`config.mk`:
```
export PLATFORM = sky130hd
export DESIGN_NAME = pdst_cell
export DESIGN_NICKNAME = d
export VERILOG_FILES = /design/src/rtl/pdst_pkg.sv /design/src/rtl/pdst_cell.sv
export SDC_FILE = /design/constraint.sdc
export NUM_CORES = 1
export LEC_CHECK = 0
export BUFFER_PORTS_ARGS = -buffer_cell sky130_fd_sc_hd__buf_2
export CORE_MARGIN = 3
export CORE_UTILIZATION = 43
export CTS_CLUSTER_SIZE = 25
export DETAILED_ROUTE_END_ITERATION = 6
export HOLD_SLACK_MARGIN = 0.06
export PLACE_DENSITY = 0.88
export SLEW_MARGIN = 20
export SYNTH_ARGS = -nofsm -noshare
export SYNTH_HDL_FRONTEND = slang
export SYNTH_SLANG_ARGS = --single-unit
```
`constraint.sdc`:
```
create_clock -name i_clk -period 4.04 [get_ports i_clk]
set_input_delay 0.202 -clock i_clk [delete_from_list [all_inputs] [get_ports i_clk]]
set_output_delay 0.202 -clock i_clk [all_outputs]
set_load 0.02 [all_outputs]
```
`src/rtl/pdst_pkg.sv`:
```
// ============================================================================
// pdst_pkg
// Shared types, constants and helpers for the stress tensor accumulator.
// ============================================================================
package pdst_pkg;

    localparam int PAIR_CAPACITY = 256;
    localparam int CNT_W         = $clog2(PAIR_CAPACITY + 1);

    typedef enum logic [1:0] {
        CMD_ADD   = 2'd0,
        CMD_PAIR  = 2'd1,
        CMD_CLEAR = 2'd2,
        CMD_NONE  = 2'd3
    } t_cmd;

    // search token travelling down the cell row
    typedef struct packed {
        logic        active;
        logic [31:0] key;
        logic [31:0] rev;
        logic        hit;
    } t_probe;

    // one write or clear broadcast to all cells
    typedef struct packed {
        logic             wr;
        logic             clr;
        logic [CNT_W-1:0] idx;
        logic [31:0]      key;
    } t_cell_ctl;

    // signed 64-bit saturating add
    function automatic logic signed [63:0] sat_add(input logic signed [63:0] a,
                                                   input logic signed [63:0] b);
        logic signed [63:0] s;
        s = a + b;
        if (!a[63] && !b[63] && s[63])
            sat_add = {1'b0, {63{1'b1}}};
        else if (a[63] && b[63] && !s[63])
            sat_add = {1'b1, 63'd0};
        else
            sat_add = s;
    endfunction

endpackage

```
`src/rtl/pdst_cell.sv`:
```
// ============================================================================
// pdst_cell
// One pair table slot; compares the passing probe and forwards it.
// ============================================================================
module pdst_cell (
    input  logic                i_clk,
    input  logic                i_rst_n,
    input  logic [pdst_pkg::CNT_W-1:0] i_my_idx,
    input  logic [pdst_pkg::CNT_W-1:0] i_count,
    input  pdst_pkg::t_cell_ctl i_ctl,
    input  pdst_pkg::t_probe    i_probe,
    output pdst_pkg::t_probe    o_probe
);
    import pdst_pkg::*;

    logic [31:0] r_entry;
    logic        match;

    // entry store
    always_ff @(posedge i_clk) begin
        if (i_ctl.wr && i_ctl.idx == i_my_idx) begin
            r_entry <= i_ctl.key;
        end
    end

    // only entries below the fill count take part
    assign match = (i_my_idx < i_count) &&
                   (r_entry == i_probe.key || r_entry == i_probe.rev);

    // probe hand-on register
    always_ff @(posedge i_clk) begin
        if (!i_rst_n || i_ctl.clr) begin
            o_probe.active <= 1'b0;
        end else begin
            o_probe.active <= i_probe.active;
        end
        o_probe.key <= i_probe.key;
        o_probe.rev <= i_probe.rev;
        o_probe.hit <= i_probe.hit | (i_probe.active & match);
    end

endmodule

```
Word-level counts from Yosys, hierarchy flattened --
Cells that the tools add are included.
Cells by class: bitwise operators 2, equality and inequality tests 3, reductions and logical operators 5, $lt $le $gt $ge 1
Operators by type and width (count):
- $eq A32 B32 Y1 | 2
- $eq A9 B9 Y1 | 1
- $lt A9 B9 Y1 | 1
- $logic_and A1 B1 Y1 | 2
- $logic_or A1 B1 Y1 | 2
- $and A1 B1 Y1 | 1
- $logic_not A1 Y1 | 1
- $or A1 B1 Y1 | 1
Storage, ports and cells: output and inout port bits 66, word-level logic and storage cells 16, input bits 129, register bits 98

Logic depth before layout (Yosys ltp) --
Gate-level depths: netlist of run 1.
depth after elaboration 5, depth in mapped cells 6, mapped depth without buffers 6

Worst setup path before layout of run 1 --
No wires, ideal clock.
kind input to register, from input i_ctl[39] in the netlist's numbering, to register r_entry[0], enable pin, arrival time 2.687 ns, library setup time 0.461 ns, path slack 0.892 ns, data required time 3.579 ns, stages on the path 3, buffers on the path 0, path through xnor2_1 -> nand4_1 -> nor3_1
On the way: longest elaborated chain between the ends 2
Ends and longest elaborated chain:
- start, declared | RTL line pdst_cell.sv:10 | input pdst_pkg::t_cell_ctl i_ctl,
- $eq A9 B9 Y1 | RTL line pdst_cell.sv:21 | if (i_ctl.wr && i_ctl.idx == i_my_idx) begin
- $logic_and A1 B1 Y1 | RTL line pdst_cell.sv:21
- end signal, assigned | RTL line pdst_cell.sv:22 | r_entry <= i_ctl.key;
- end, declared | RTL line pdst_cell.sv:16 | logic [31:0] r_entry;
No other way between the ends. A chain may end at the register's enable or synchronous reset.

Final worst setup path of run 1 --
from input i_probe[48] in the netlist's numbering, to register o_probe[0] in the netlist's numbering
On the way: longest elaborated chain between the ends 5
Ends and longest elaborated chain:
- start, declared | RTL line pdst_cell.sv:11 | input pdst_pkg::t_probe i_probe,
- $eq A32 B32 Y1 | RTL line pdst_cell.sv:28 | (r_entry == i_probe.key || r_entry == i_probe.rev);
- $logic_or A1 B1 Y1 | RTL line pdst_cell.sv:28
- $logic_and A1 B1 Y1 | RTL line pdst_cell.sv:27 | assign match = (i_my_idx < i_count) &&
- $and A1 B1 Y1 | RTL line pdst_cell.sv:39 | o_probe.hit <= i_probe.hit | (i_probe.active & match);
- $or A1 B1 Y1 | RTL line pdst_cell.sv:39
- end, declared | RTL line pdst_cell.sv:12 | output pdst_pkg::t_probe o_probe
No other way between the ends.

==> results_tabular.tex, run 1 <==
\begin{tabular}{lr}
\hline
Metric & Value \\
\hline
\multicolumn{2}{l}{\textbf{GRT}} \\
Initial antenna violation count & 0 \\
Via count of the first global-routing pass & between 3000 and 4000 \\
Overall routing resource usage & 0.239 \\
Maximum number of pins on one net before global-route repair & 21 \\
Global-route wire length before repair & around 16 mm \\
GRT Residual Overflow & 0 \\
\multicolumn{2}{l}{\textbf{Synth}} \\
Instance count of the mapped netlist & approximately 230 \\
Area share of the largest cell type after synthesis & 0.401 \\
Yosys reg bits & 98 \\
Yosys Warn Count & 0 \\
Area leader, netlist & dfxtp\_1 \\
Number of nets in the synthesized netlist & around 360 \\
Share of synthesized area occupied by flip-flops and latches & 0.693 \\
Mapped cell area & approximately 0.0033 mm² \\
Library cells used by synthesis & 21 \\
Avg Synthesized Cell Area & between 10 and 15 µm² \\
Synth top area cells & dfxtp\_1, edfxtp\_1, xor2\_1, ha\_1, nor4\_1 \\
\multicolumn{2}{l}{\textbf{Floorplan}} \\
Horizontal extent of the die & approximately 94 µm \\
Starting density of the core & 0.449 \\
Number of top-level design ports & around 200 \\
Number of cell rows & 31 \\
Die Y-Extent & about 94 µm \\
Full die area & between 0.008 and 0.009 mm² \\
Core Footprint & roughly 0.0073 mm² \\
\multicolumn{2}{l}{\textbf{Job}} \\
Maximum capacitance violations & 0 \\
\multicolumn{2}{l}{\textbf{Layout}} \\
Final layout net count & $\sim$670 \\
Area of all placed cells without fillers & around 0.0056 mm² \\
Layout cell share with drive strength beyond 1 & 0.397 \\
Highest-count cells in the layout ignoring fill and taps & buf\_2, dlygate4sd3\_1, dfxtp\_1 \\
Area of the multi-input gates & 992 µm² \\
Filler cell count & approximately 460 \\
Area growth from synthesis to final layout & 70.4\% \\
Sequential cell area & approximately 0.0023 mm² \\
Most frequent standard cell in the layout excluding fill and tap cells & buf\_2 \\
Ant diodes & 0 \\
\multicolumn{2}{l}{\textbf{Worst setup path}} \\
Worst-case reg-to-reg path depth & 5 \\
Worst setup path startpoint & i\_probe[48] \\
Largest fanout of any net on the critical path & 2 \\
Setup CP Type & input port to flop \\
Crit start category & input port \\
Worst R2R Start & r\_entry[15] \\
Type of destination of the critical path & flop \\
Signal arrival time at the worst endpoint & 2260 ps \\
Required @ worst endpoint & between 4000 and 5000 ps \\
\multicolumn{2}{l}{\textbf{Timing}} \\
Final TNS setup & 0 ps \\
Slew Viols, Final & 0 \\
RSZ-0062 raised after global routing & no \\
Transition time of the tightest slew-check pin & approximately 700 ps \\
Max frequency & between 500 and 600 MHz \\
Worst setup margin & 2090 ps \\
Final setup skew & approximately 9 ps \\
Total of endpoints with negative setup slack in the final report & 0 \\
Count of endpoints failing hold in the final timing report & 0 \\
Final cycle utilization of the critical path & 0.484 \\
Worst-case headroom to the max-slew limit & 0.543 \\
Period minus WS final & 1950 ps \\
\multicolumn{2}{l}{\textbf{Power}} \\
Static leakage power & 2.60 nW \\
Power density cells & 357 mW/mm² \\
Largest vdd supply drop & about 0.23 mV \\
\multicolumn{2}{l}{\textbf{Drt}} \\
Vias/cell & 4.47 \\
Routed WL & just over 10 mm \\
Number of nets with antenna violations after routing & 0 \\
DRC violation count after routing & 0 \\
Total via count after detailed routing & between 2000 and 3000 \\
Number of iterations in the first detailed-routing pass & 4 \\
Detailed Route Iter0 Violations & 58 \\
Routed length per placed instance & 16.3 µm \\
\multicolumn{2}{l}{\textbf{Clock tree}} \\
Buffers inserted during post-CTS setup optimization & 0 \\
CTS Buffer Depth & 2 \\
Clock root buffer & clkbuf\_8 \\
TritonCTS clock tree & done \\
Register clock-pin slew on the reported worst setup and hold paths & roughly 100 ps \\
Clock sink total & 98 \\
Number of H-tree levels & 3 \\
Latest clock arrival within the worst-skew pair & 360 ps \\
Num CTS Buffers & 9 \\
\multicolumn{2}{l}{\textbf{Outcome}} \\
Status & complete, no violations \\
\multicolumn{2}{l}{\textbf{Placed design}} \\
Area of placed instances & 0.00440 mm² \\
Final HPWL from detailed placement & between 6 and 7 mm \\
Port-buffer cells & 194 \\
Pre-CTS WS & roughly 1800 ps \\
RePlAce Congestion & approximately 0.7 \\
\multicolumn{2}{l}{\textbf{Worst hold path}} \\
Worst hold path depth & 4 \\
Path type of the worst min-delay path & input port to flop \\
Beginning of the worst hold path & i\_probe[65] \\
\hline
\end{tabular}
[repair_timing]
action                    4_1_cts  5_1_grt
gates resized for setup         0        0
hold buffers                   99        0
hold endpoints to repair       98        0
[metrics by stage]
step	total power, W	instances	util	hold WS (ps)
2_1_floorplan	0.00117	226	-	230
5_1_grt	0.00208	635	0.765	313
6_report	0.00201	635	0.765	295
4_1_cts	0.00201	635	0.765	284
3_3_place_gp	0.00129	520	0.600	331
3_5_place_dp	0.00130	520	0.600	330
[flip-flops by register name, summed over array words and instances, names as in the netlist]
signal / count
o_probe: 66
r_entry: 32
[worst paths after layout]
kind | endpoint | slack [ps]
setup / recovery | o_probe[0] | 2090
hold / removal | o_probe[0] | 290
hold reg to reg | o_probe[0] | 1030
setup reg to reg | o_probe[0] | 2130
[cell type report]
class / count / share of cell area
Sequential cell: 98 / 0.407
Timing Repair Buffer: 294 / 0.351
Multi-Input combinational cell: 120 / 0.177
Clock buffer: 10 / 0.0265
Tap cell: 99 / 0.0221
Clock inverter: 6 / 0.0116
Inverter: 8 / 0.00535
[where the power goes]
part | internal [W] | switching, W
sequential | 0.00105 | 0.00000989
clock | 0.000281 | 0.000368
combinational | 0.000158 | 0.000137
total | 0.00149 | 0.000515
[cell families (layout without fill, tap and decap cells)]
group / after synthesis / in the layout / share of synthesized area
DFF: 98 / 98 / 0.693
AOI/OAI and AO/OA: 8 / 8 / 0.0167
xor gates and xnor gates: 73 / 73 / 0.194
and+or+nand+nor: 31 / 31 / 0.0566
adders and majority gates: 8 / 8 / 0.0304
buffers and inverters: 8 / 318 / 0.00912
[critical path: stages]
cell and delay, ps:
dlygate4sd3_1 540, buf_2 130, xor2_1 180, nor4_1 470
nand4_1 220, o22ai_1 320, a41o_1 200
[metal layers]
metal	wire (µm)	track usage	up-vias
met3	764	0.0676	14
met1	3770	0.252	1309
met5	0	0	-
met2	5660	0.451	128
met4	154	0.0794	0
li1	-	-	1387
[cells in the mapped netlist]
cell type and number:
inv_1 8, and3_1 1, nor2_1 1, o2111ai_1 1, nand2_1 4, o21ai_0 1
a21o_1 1, a21oi_1 2, ha_1 8, nor4_1 15, a41o_1 1, nor4_2 1
xnor2_1 9, nand4_1 6, dfxtp_1 66, edfxtp_1 32, xor2_1 64, o22ai_1 1
nand2b_1 2, a211oi_1 1, nor3_1 1
Note: power is estimated with default switching activity, not from simulation.
==> run 2, diff against run 1 <==
--- a/config.mk
+++ b/config.mk
@@ -5,13 +5,14 @@
 export SDC_FILE = /design/constraint.sdc
 export NUM_CORES = 1
 export LEC_CHECK = 0
+export ABC_AREA = 1
 export BUFFER_PORTS_ARGS = -buffer_cell sky130_fd_sc_hd__buf_2
 export CORE_MARGIN = 3
-export CORE_UTILIZATION = 43
+export CORE_UTILIZATION = 40
 export CTS_CLUSTER_SIZE = 25
 export DETAILED_ROUTE_END_ITERATION = 6
 export HOLD_SLACK_MARGIN = 0.06
-export PLACE_DENSITY = 0.88
+export PLACE_DENSITY = 0.85
 export SLEW_MARGIN = 20
 export SYNTH_ARGS = -nofsm -noshare
 export SYNTH_HDL_FRONTEND = slang
==> constraint.sdc (replaced) <==
create_clock -name i_clk -period 1.65 [get_ports i_clk]
set_input_delay 0.0825 -clock i_clk [delete_from_list [all_inputs] [get_ports i_clk]]
set_output_delay 0.0825 -clock i_clk [all_outputs]
set_load 0.02 [all_outputs]
==> run 2 against run 1 <==
Worst setup slack got worse by 1900 ps. Largest power group unchanged. Largest cell class unchanged. Clock skew is 1.4 ps higher. Via count is 16% higher.
==> results_tabular.tex, run 2 <==
\begin{tabular}{lr}
\hline
Metric & Value \\
\hline
\multicolumn{2}{l}{\textbf{Timing}} \\
Final cycle utilization of the critical path & 0.858 \\
Total of endpoints with negative setup slack in the final report & 0 (unchanged) \\
RSZ-0062 raised after global routing & no \\
Slew Viols, Final & 0 (unchanged) \\
Count of endpoints failing hold in the final timing report & 0 (unchanged) \\
Max frequency & between 700 and 800 MHz \\
Final setup skew & 10.4 ps (+1.39 ps) \\
Worst hold slack & 189 ps (-106 ps) \\
Period minus WS final & between 1000 and 1500 ps \\
Worst-case headroom to the max-slew limit & 0.797 (+0.254) \\
Transition time of the tightest slew-check pin & 304 ps (-380 ps) \\
\multicolumn{2}{l}{\textbf{Clock tree}} \\
Latest clock arrival within the worst-skew pair & 350 ps (about the same) \\
CTS Buffer Depth & 2 (unchanged) \\
Buffers inserted during post-CTS setup optimization & 0 (unchanged) \\
Number of H-tree levels & 3 (unchanged) \\
TritonCTS clock tree & done \\
Num CTS Buffers & 9 (unchanged) \\
Register clock-pin slew on the reported worst setup and hold paths & 90 ps (about the same) \\
Post-cts sizing count & 0 (unchanged) \\
Clock root buffer & clkbuf\_8 \\
Clock sink total & 98 (unchanged) \\
\multicolumn{2}{l}{\textbf{Placed design}} \\
Port-buffer cells & 194 (unchanged) \\
Final HPWL from detailed placement & 7.19 mm (+4.7\%) \\
RePlAce Congestion & 0.868 (+22\%) \\
Area of placed instances & 0.00471 mm² (+7.0\%) \\
Post-placement cell count & 634 (+22\%) \\
\multicolumn{2}{l}{\textbf{Floorplan}} \\
Die Y-Extent & 100 µm (+7.4\%) \\
Starting density of the core & 0.423 (-0.0262) \\
Horizontal extent of the die & 100 µm (+7.4\%) \\
Number of cell rows & 33 (+6.5\%) \\
Number of top-level design ports & 195 (unchanged) \\
Full die area & 0.0101 mm² (+15\%) \\
Core Footprint & 0.00842 mm² (+15\%) \\
\multicolumn{2}{l}{\textbf{Drt}} \\
Routed length per placed instance & 14.5 µm (-11\%) \\
DRC violation count after routing & 0 (unchanged) \\
Total via count after detailed routing & 3305 (+16\%) \\
Detailed Route Iter0 Violations & 69 (+19\%) \\
Routed WL & 10.9 mm (+5.2\%) \\
Number of iterations in the first detailed-routing pass & 4 (unchanged) \\
Number of nets with antenna violations after routing & 0 (unchanged) \\
Vias/cell & 4.41 (-1.3\%) \\
\multicolumn{2}{l}{\textbf{Synth}} \\
Avg Synthesized Cell Area & 10.7 µm² (-27\%) \\
Prevailing post-synth register cell & dfxtp\_1 \\
Area share of and/or/nand/nor cells after synthesis & 0.137 (+0.0807) \\
Number of enable flip-flop cells after synthesis & 32 (unchanged) \\
Adder-cell area share of the yosys netlist & 0.0281 (-0.00231) \\
Post-synth ARST share & 0 (unchanged) \\
Area share of the largest cell type after synthesis & 0.371 (-0.0304) \\
Yosys reg bits & 98 (unchanged) \\
Library cells used by synthesis & 17 (-19\%) \\
Xor/xnor share of the synthesized area & 0.145 (-0.0491) \\
Post-synthesis mux area share & 0 (unchanged) \\
Largest family of logic cells by synthesized area & XOR/XNOR gates \\
Mapped cell area & 0.00356 mm² (+8.2\%) \\
Instance count of the mapped netlist & 334 (+48\%) \\
Yosys Warn Count & 0 (unchanged) \\
Compound-Gate Fraction of Synth Area & 0.00913 (-0.00759) \\
Synth top area cells & dfxtp\_1, edfxtp\_1, xnor2\_1, nand2\_1, inv\_1 \\
Most frequent cell after synthesis & nand2\_1 \\
Area leader, netlist & dfxtp\_1 \\
Share of synthesized area occupied by flip-flops and latches & 0.640 (-0.0526) \\
Leading cell types by count after synthesis & nand2\_1, dfxtp\_1, xnor2\_1, inv\_1, edfxtp\_1 \\
Number of nets in the synthesized netlist & 471 (+30\%) \\
\multicolumn{2}{l}{\textbf{Worst setup path}} \\
Crit start category & flop \\
Setup CP Type & flop to flop \\
Signal arrival time at the worst endpoint & 1710 ps (-550 ps) \\
Slack of the worst reg-to-reg path & 230 ps (-1900 ps) \\
CP endpoint & o\_probe[0] \\
Required @ worst endpoint & 1950 ps (-2400 ps) \\
RR Endpoint & o\_probe[0] \\
Worst R2R Start & r\_entry[29] \\
Type of destination of the critical path & flop \\
Largest fanout of any net on the critical path & 3 (+1) \\
Worst setup path startpoint & r\_entry[29] \\
Worst-case reg-to-reg path depth & 9 (+4) \\
\multicolumn{2}{l}{\textbf{Worst hold path}} \\
Path type of the worst min-delay path & input port to flop \\
\multicolumn{2}{l}{\textbf{Power}} \\
Largest vdd supply drop & 0.455 mV (+99\%) \\
Static leakage power & 2.80 nW (+7.6\%) \\
Power density cells & 823 mW/mm² (+130\%) \\
Final total power & 0.00485 W (+140\%) \\
\multicolumn{2}{l}{\textbf{Layout}} \\
Largest register by flop count & o\_probe \\
Max FFs per register & 66 (unchanged) \\
Area of all placed cells without fillers & 0.00589 mm² (+4.9\%) \\
Final layout net count & 776 (+16\%) \\
Layout cell share with drive strength beyond 1 & 0.332 (-0.0651) \\
Area growth from synthesis to final layout & 65.2\% \\
Largest registers in the final layout & o\_probe x66, r\_entry x32 \\
Most frequent standard cell in the layout excluding fill and tap cells & buf\_2 \\
Final design utilization & 0.699 (-0.0666) \\
Ant diodes & 0 (unchanged) \\
Highest-count cells in the layout ignoring fill and taps & buf\_2, dlygate4sd3\_1, nand2\_1 \\
Number of standard cells in the final layout excluding fillers & 749 (+18\%) \\
\multicolumn{2}{l}{\textbf{Job}} \\
Maximum capacitance violations & 0 (unchanged) \\
\multicolumn{2}{l}{\textbf{GRT}} \\
Initial antenna violation count & 0 (unchanged) \\
Maximum number of pins on one net before global-route repair & 33 (+57\%) \\
Overall routing resource usage & 0.221 (-0.0181) \\
Global-route wire length before repair & 17.0 mm (+9.2\%) \\
Via count of the first global-routing pass & 3658 (+14\%) \\
GRT Residual Overflow & 0 (unchanged) \\
\multicolumn{2}{l}{\textbf{Outcome}} \\
Status & complete, no violations \\
\hline
\end{tabular}
run 2: cell types whose count changed in the layout (fill, tap and decap cells not counted), sizes merged, moves of 3 or more:
| cell | previous run | this run |
|---|---|---|
| nor2 | 1 | 26 |
| nand4 | 6 | 0 |
| xnor2 | 9 | 55 |
| inv | 12 | 39 |
| nor4 | 16 | 0 |
| xor2 | 64 | 4 |
| nand3 | 0 | 3 |
| nand2 | 4 | 93 |
run 2: repair_timing:
item,in CTS,in global routing
endpoints found under the setup margin,0,0
hold endpoints to repair,98,0
hold buffers,99,0
run 2: worst max-delay path, cell delays in order (launching register included):
cell and delay (ps):
edfxtp_1 450, xnor2_1 220, nand2_1 80, nor2_1 120, nand2_1 90, nor2_1 140, nand2_1 70, nand2_1 80
nand2_1 50, nand2_1 40
run 2: power breakdown:
part	leakage [nW]	internal [W]	switching [W]	total [W]
logic	1.87	0.000417	0.000368	0.000785
clock network	0.0883	0.000650	0.000814	0.00146
registers	0.844	0.00257	0.0000249	0.00260
total	2.80	0.00364	0.00121	0.00485
run 2: worst min path at each step:
stage / from / endpoint / slack [ps] / cells after the start
floorplan: i_probe[10] / o_probe[10] / 110 / 0
global placement: i_probe[53] / o_probe[53] / 210 / 1
detailed placement: i_probe[10] / o_probe[10] / 210 / 1
CTS: i_probe[65] / o_probe[0] / 160 / 7
global route: i_probe[65] / o_probe[0] / 230 / 7
finish: i_probe[65] / o_probe[0] / 190 / 7
run 2: logic make-up after synthesis:
kind of cell             count (synthesis)
AO/OA/AOI/OAI                            6
adder cells (fa/ha/maj)                  8
AND/OR/NAND/NOR                        125
flip-flops                              98
buffers and inverters                   38
XOR/XNOR                                59
run 2: layout make-up:
type / count / area [µm²]
repair buffers: 294 / 1980
clock inverters: 4 / 32.5
clock buffers: 12 / 156
inverters: 38 / 143
multi-input cells: 198 / 1160
fillers: 594 / 2540
flip-flops and latches: 98 / 2280
well taps: 105 / 131
run 2: per-layer routing:
metal	vias to the layer above	track usage	part of all wire
li1	1635	-	-
met1	1467	0.214	0.34
met2	174	0.420	0.54
met3	29	0.0737	0.088
met4	0	0.0984	0.032
met5	-	0	0
run 2: metrics by stage:
stage	setup slack (ps)	setup TNS (ps)
floorplan	-170	-5430
global placement	115	0
detailed placement	77.8	0
CTS	281	0
global route	124	0
finish	235	0
